--- config.mk ---
export PLATFORM = sky130hd
export DESIGN_NAME = spp_sqrt
export DESIGN_NICKNAME = d
export VERILOG_FILES = /design/src/spp_pkg.sv /design/src/spp_sqrt.sv
export SDC_FILE = /design/constraint.sdc
export NUM_CORES = 2
export LEC_CHECK = 0
export BUFFER_PORTS_ARGS = -buffer_cell sky130_fd_sc_hd__buf_2
export CELL_PAD_IN_SITES_DETAIL_PLACEMENT = 0
export CELL_PAD_IN_SITES_GLOBAL_PLACEMENT = 1
export CORE_ASPECT_RATIO = 0.6
export CORE_MARGIN = 5
export CORE_UTILIZATION = 25
export DETAILED_ROUTE_END_ITERATION = 10
export PLACE_DENSITY_LB_ADDON = 0.1
export REMOVE_ABC_BUFFERS = 1
export SLEW_MARGIN = 40
export SYNTH_ARGS = -nofsm -noshare
export SYNTH_HDL_FRONTEND = slang
export SYNTH_SLANG_ARGS = --single-unit
--- constraint.sdc ---
create_clock -name clk -period 3.8 [get_ports clk]
set_clock_uncertainty 0.1 [all_clocks]
set_input_delay 0.38 -clock clk [delete_from_list [all_inputs] [get_ports clk]]
set_output_delay 0.38 -clock clk [all_outputs]
set_load 0.005 [all_outputs]
--- src/spp_pkg.sv ---
// Package for the sphere pair push-out block: widths, defaults and helper functions.
// No dependencies.
package spp_pkg;

  localparam int FRAC_BITS_DEF = 16;
  localparam int COORD_W = 32;
  localparam int RAD_W = 31;
  localparam int DIFF_W = 33;
  localparam int MAG_W = 32;
  localparam int SQ_W = 66;
  localparam int LEN_W = 33;
  localparam int RSUM_W = 32;
  localparam int PROD_W = 64;
  localparam int QUO_W = 64;

  typedef struct packed {
    logic signed [COORD_W-1:0] center_a_x;
    logic signed [COORD_W-1:0] center_a_y;
    logic signed [COORD_W-1:0] center_a_z;
    logic [RAD_W-1:0] radius_a;
    logic signed [COORD_W-1:0] center_b_x;
    logic signed [COORD_W-1:0] center_b_y;
    logic signed [COORD_W-1:0] center_b_z;
    logic [RAD_W-1:0] radius_b;
  } in_item_t;

  typedef struct packed {
    logic overlap_hit;
    logic signed [COORD_W-1:0] push_x;
    logic signed [COORD_W-1:0] push_y;
    logic signed [COORD_W-1:0] push_z;
  } out_item_t;

  // Saturate a signed magnitude to the 32-bit signed range.
  function automatic logic [COORD_W-1:0] sat_push(input logic neg,
                                                  input logic [QUO_W-1:0] m);
    logic [QUO_W-1:0] lim;
    logic [QUO_W-1:0] mm;
    begin
      lim = neg ? QUO_W'(64'h8000_0000) : QUO_W'(64'h7FFF_FFFF);
      mm = (m > lim) ? lim : m;
      sat_push = neg ? COORD_W'(-mm) : COORD_W'(mm);
    end
  endfunction

endpackage

--- src/spp_sqrt.sv ---
// Pipelined bit-per-stage floor square root of the 66-bit distance square.
// Carries a side payload alongside; depends on spp_pkg.
module spp_sqrt #(
  parameter int SIDE_W = 8
) (
  input  logic clk,
  input  logic rst_n,
  input  logic en,
  input  logic in_vld,
  input  logic [spp_pkg::SQ_W-1:0] in_sq,
  input  logic [SIDE_W-1:0] in_side,
  output logic out_vld,
  output logic [spp_pkg::LEN_W-1:0] out_root,
  output logic [SIDE_W-1:0] out_side
);
  localparam int N = spp_pkg::LEN_W;
  localparam int RW = spp_pkg::LEN_W + 2;

  logic vld_r [N+1];
  logic [spp_pkg::SQ_W-1:0] sq_r [N+1];
  logic [RW-1:0] rem_r [N+1];
  logic [N-1:0] root_r [N+1];
  logic [SIDE_W-1:0] side_r [N+1];

  always_comb begin
    vld_r[0] = in_vld;
    sq_r[0] = in_sq;
    rem_r[0] = '0;
    root_r[0] = '0;
    side_r[0] = in_side;
  end

  // One result bit per stage, most significant pair first.
  for (genvar k = 0; k < N; k++) begin : g_stage
    logic [RW-1:0] rem_sh;
    logic [RW-1:0] trial;
    always_comb begin
      rem_sh = {rem_r[k][RW-3:0], sq_r[k][spp_pkg::SQ_W-1 -: 2]};
      trial = {root_r[k][N-2:0], 2'b01};
    end
    always_ff @(posedge clk) begin
      if (!rst_n) begin
        vld_r[k+1] <= 1'b0;
      end else if (en) begin
        vld_r[k+1] <= vld_r[k];
      end
      if (en) begin
        sq_r[k+1] <= {sq_r[k][spp_pkg::SQ_W-3:0], 2'b00};
        side_r[k+1] <= side_r[k];
        if (rem_sh >= trial) begin
          rem_r[k+1] <= rem_sh - trial;
          root_r[k+1] <= {root_r[k][N-2:0], 1'b1};
        end else begin
          rem_r[k+1] <= rem_sh;
          root_r[k+1] <= {root_r[k][N-2:0], 1'b0};
        end
      end
    end
  end

  assign out_vld = vld_r[N];
  assign out_root = root_r[N];
  assign out_side = side_r[N];
endmodule

== After elaboration in Yosys (flattened, before gate mapping) ==
Cells that the tools add are included.
Storage, ports and cells
  memory bits (read-only): 0
  word-level logic and storage cells: 294
  memories kept: 0
  memory bits (writable): 0
  latch bits: 0
  bits in registers: 2940
Cells by class
  divide/modulo/power cells: 0
  $lt $le $gt $ge: 33
  shifts and indexed selects: 0
  equality and inequality tests: 0
  bitwise operators: 0
  multiplexer cells: 65
  reductions and logical operators: 0
  $mul: 0
  add/subtract/negate cells: 32
Operators by type and width (count)
  33-bit two-way mux: 31
  35-bit by 10-bit greater-or-equal comparator with 1-bit output: 1
  35-bit by 11-bit greater-or-equal comparator with 1-bit output: 1
  35-bit by 12-bit greater-or-equal comparator with 1-bit output: 1
  35-bit by 13-bit greater-or-equal comparator with 1-bit output: 1
  35-bit by 14-bit greater-or-equal comparator with 1-bit output: 1
  35-bit by 15-bit greater-or-equal comparator with 1-bit output: 1
  35-bit by 16-bit greater-or-equal comparator with 1-bit output: 1
  35-bit by 17-bit greater-or-equal comparator with 1-bit output: 1
  35-bit by 18-bit greater-or-equal comparator with 1-bit output: 1
  35-bit by 19-bit greater-or-equal comparator with 1-bit output: 1
  35-bit by 20-bit greater-or-equal comparator with 1-bit output: 1
  35-bit by 21-bit greater-or-equal comparator with 1-bit output: 1
  35-bit by 22-bit greater-or-equal comparator with 1-bit output: 1
  35-bit by 23-bit greater-or-equal comparator with 1-bit output: 1
  35-bit by 24-bit greater-or-equal comparator with 1-bit output: 1
  35-bit by 25-bit greater-or-equal comparator with 1-bit output: 1
  35-bit by 26-bit greater-or-equal comparator with 1-bit output: 1
  35-bit by 27-bit greater-or-equal comparator with 1-bit output: 1
  35-bit by 28-bit greater-or-equal comparator with 1-bit output: 1
  35-bit by 29-bit greater-or-equal comparator with 1-bit output: 1
  35-bit by 3-bit greater-or-equal comparator with 1-bit output: 1
  35-bit by 30-bit greater-or-equal comparator with 1-bit output: 1
  35-bit by 31-bit greater-or-equal comparator with 1-bit output: 1
  44 further kinds: 76

== Longest topological paths before layout ==
  depth after elaboration: 2
  depth in mapped cells: 14
  depth with buffers taken out: 12

== Worst setup path before layout ==
No wires, ideal clock.
  path type: flip-flop to flip-flop
  from: reg rem_r (netlist bit g_stage[30].rem_sh[3])
  to: reg rem_r (netlist bit g_stage[31].rem_sh[11]), data pin
  arrival time: 3183 ps
  slack: 246 ps
  stages on the path, launching flop included: 12
  library setup time: 270 ps
  path buffers: 2
  path through: edfxtp_1 ha_1 o211ai_1 o21ai_0 o2111ai_1 a21o_1 o311ai_0 o211ai_1 o21ai_1 clkbuf_1 buf_1 a21oi_1
On the way
  word-level cells in the longest chain between the ends: 2
RTL lines
  start: declaration: line spp_sqrt.sv:21  | logic [RW-1:0] rem_r [N+1];
  start signal: indexed assignment: line spp_sqrt.sv:51  | rem_r[k+1] <= rem_sh - trial;
  start signal: indexed assignment: line spp_sqrt.sv:54  | rem_r[k+1] <= rem_sh;
  33-bit by 32-bit subtractor with 33-bit output or 35-bit by 32-bit greater-or-equal comparator with 1-bit output (tied branches): line spp_sqrt.sv:51, spp_sqrt.sv:50
  33-bit two-way mux *: line spp_sqrt.sv:50  | if (rem_sh >= trial) begin
Every way passes the cells marked *; elsewhere a longest branch is shown, timed or not.
A chain may end at the register's enable or synchronous reset.

== Worst setup path after layout ==
  from: reg root_r (netlist bit g_stage[30].trial[2])
  to: reg rem_r (netlist bit g_stage[31].rem_sh[28]), data pin
On the way
  word-level cells in the longest chain between the ends: 2
RTL lines
  start: declaration: line spp_sqrt.sv:22  | logic [N-1:0] root_r [N+1];
  start signal: indexed assignment: line spp_sqrt.sv:52  | root_r[k+1] <= {root_r[k][N-2:0], 1'b1};
  start signal: indexed assignment: line spp_sqrt.sv:55  | root_r[k+1] <= {root_r[k][N-2:0], 1'b0};
  33-bit by 32-bit subtractor with 33-bit output or 35-bit by 32-bit greater-or-equal comparator with 1-bit output (tied branches): line spp_sqrt.sv:51, spp_sqrt.sv:50
  33-bit two-way mux *: line spp_sqrt.sv:50
Marked as above.

==> run_results.csv <==
group,metric,value,unit
status,outcome,"completed",
final_layout,drive_above_1_share,14.4,%
place,dp.cells,17700,
sta,setup_tns,0,ns
grt,grt_max_degree,102,
synth,syn_inst,9945,
grt,grt_pass1_wl,510,mm
grt,track_usage,12.0,%
sta,setup_viol,0,
cts,cts_buffer_depth,4,
cts,htree_num_levels,5,
synth,ys_seq_elements,2922,
final_layout,fillCellCount,53000,
die,start_util,25.1,%
power_and_ir_drop,vdd_drop_max,376,uV
setup_path,cp_max_fo,8,
synth,synthArstFlopShare,0,%
power_and_ir_drop,power_density,602,nW/um^2
drt,wl_per_cell,18.5,um
setup_path,end_kind,"flop",
sta,worst_pin_slew,0.954,ns
final_layout,fin_cells,18400,
setup_path,crit_slowest_cell,"edfxtp_1",
die,dieArea,544000,um^2
drt,drt_iter0_drc,6625,
synth,syn-mean-instance-area,13.3,um^2
setup_path,cp_data_arrival_time,4.32,ns
synth,ys.flop_type,"edfxtp_1",
final_layout,final_cell_mix,"edfxtp_1, inv_1, buf_4",
drt,drcViolationCount,0,
cts,ctsRootBufferMaster,"clkbuf_16",
final_layout,num-nets-final,11700,
die,fp.dieW,949,um
setup_path,startpoint_type,"flop",
final_layout,regArea,87400,um^2
final_layout,multi_input_area,41800,um^2
drt,antenna_left,0,
cts,clk_pin_slew,0.07,ns
grt,antenna_found_initial,16,
place,dp_hpwl,248,mm
synth,synth_top_area_cell,"edfxtp_1",
synth,ys_seq_area_share,66.1,%
cts,cts_inserted_buffers,316,
cts,cts_tree,"done",
die,row_count,206,
final_layout,final_common_cell,"edfxtp_1",
sta,timing.hold.ws,0.140,ns
sta,min_period,3.72,ns
final_layout,stdcell_area,160000,um^2
place,routabilityCongestion,0.842,
drt,dr.pass1.iters,6,
synth,yosys_warnings,0,
setup_path,worstSetupPathType,"reg2reg",
cts,cts_sinks,2922,
setup_path,critical_path_required,4.40,ns
sta,post-route-period-util,98.0,%
grt,grt-ovfl-total,0,
sta,slew_headroom,36.3,%
cts,clock_latency,0.98,ns
hold_path,min_path_type,"in2reg",
place,io_buffers,119,
drt,dr_total_vias,81000,
final_layout,fin_util,30.4,%
setup_path,max_stage_delay,0.53,ns
final_layout,syn2layout_area_growth,20.9,%
synth,synth-edff-count,2889,
drt,vias_per_cell,4.40,
drt,drt-total-wl,340,mm
sta,fmax,269,MHz
sta,final-hold-violation-count,0,
grt,grt_pass1_vias,79600,
power_and_ir_drop,p_leak,0.0603,uW
die,die_h,573,um
synth,netlist_area,132000,um^2
setup_path,path_cells,"inv_2 -> ha_4 -> o211ai_1 -> o21ai_1 -> buf_4 -> o2111ai_1 -> buf_4 -> a21o_4 -> o311ai_4 -> o211ai_1 -> o21ai_4 -> buf_6 -> clkbuf_16 -> mux2_2",
die,coreArea,526000,um^2
die,io_pins,120,
synth,synthTopCellsByArea,"edfxtp_1, ha_1, xnor2_1",
sta,drv_slew,0,
place,place_area,147000,um^2
synth,synth.distinct_cells,93,
synth,synth_top_area_share,65.6,%
job,drv_cap,0,
[final timing paths]
kind	startpoint	endpoint	slack (ns)	cells past startpoint
worst max-delay path	g_stage[30].trial[2]	g_stage[31].rem_sh[28]	0.08	14
worst min-delay path	in_sq[18]	sq_r[2132]	0.14	2
worst min register to register	side_r[126]	side_r[118]	0.28	0
worst max register to register	g_stage[30].trial[2]	g_stage[31].rem_sh[28]	0.08	14
[worst max-delay path: cells and delay by family (launching register included)]
kind	cells	cell delay, ns
multiplexers	1	0.33
buffers and inverters	5	0.73
AO/OA/AOI/OAI	7	1.48
adder cells (fa/ha/maj)	1	0.28
flip-flops	1	0.53
[repair_timing]
action                                  in CTS  in global routing
pin swaps                                    7                 16
cloned                                       1                  4
endpoints found under the hold margin      158                  0
gates resized for setup                     24                 90
hold buffers                               143                  0
endpoints found under the setup margin      93                267
buffers inserted                             9                 15
[power by group]
part	internal (uW)	switching, uW
Combinational	9670	12400
Clock	17800	13400
Sequential	40500	2580
[final cells by class]
cell class | instances | share of cell area [%]
multi-input cells | 6065 | 26.1
well taps | 7072 | 5.54
inverters | 738 | 1.74
flip-flops and latches | 2922 | 54.7
clock inverters | 170 | 1.19
repair buffers | 1026 | 5.51
diodes | 5 | 0.00783
clock buffers | 390 | 5.21
[sequential cells by signal (all words and copies together), names as in the netlist]
signal,count
g_stage.rem_sh,1072
sq_r,992
g_stage.trial,528
side_r,256
out_root,33
vld_r,32
out_side,8
out_vld,1
[cells in the mapped netlist (46+ instances only)]
master and n:
a211oi_1 56, nand2b_1 120, a31oi_1 47, nand4_1 107, xor2_1 391, or4_1 58, mux2i_1 50, o21bai_1 54
xnor2_1 407, nand3_1 148, nor4_1 116, nor2b_1 114, clkbuf_1 187, o21ai_0 465, nor2_1 682, o31ai_1 71
and3_1 52, a21o_1 259, nand2_1 578, a21oi_1 655, o211ai_1 46, inv_1 734, ha_1 595, nor3_1 224
edfxtp_1 2889, o21a_1 119, mux2_2 131, or3_1 86
[metal layers]
metal,routed length (um),GRT usage [%],up-vias,part of all wire (%)
met5,13,0,-,0.0038
met4,7440,2.67,2,2.2
met3,20400,2.56,440,6.0
met2,124000,15.4,1720,37
met1,188000,19.9,39500,55
li1,-,-,39300,-
[metrics by stage]
step	setup slack (ns)	total power, uW
after floorplan	-1.44	56000
after global placement	-0.362	65100
after detailed placement	-0.335	65000
after CTS	0.00156	97600
after global routing	-0.0309	102000
final	0.0763	96200
[cells by family after synthesis]
family,count (synthesis),share of synthesized area [%]
AOI/OAI and AO/OA,2034,9.64
xor gates and xnor gates,799,5.30
adders and majority gates,595,5.63
buffers and inverters,958,2.76
DFF,2922,66.1
muxes,181,1.49
other,1,0.00284
and+or+nand+nor,2455,9.08
Power figures use the tool's default switching activity.
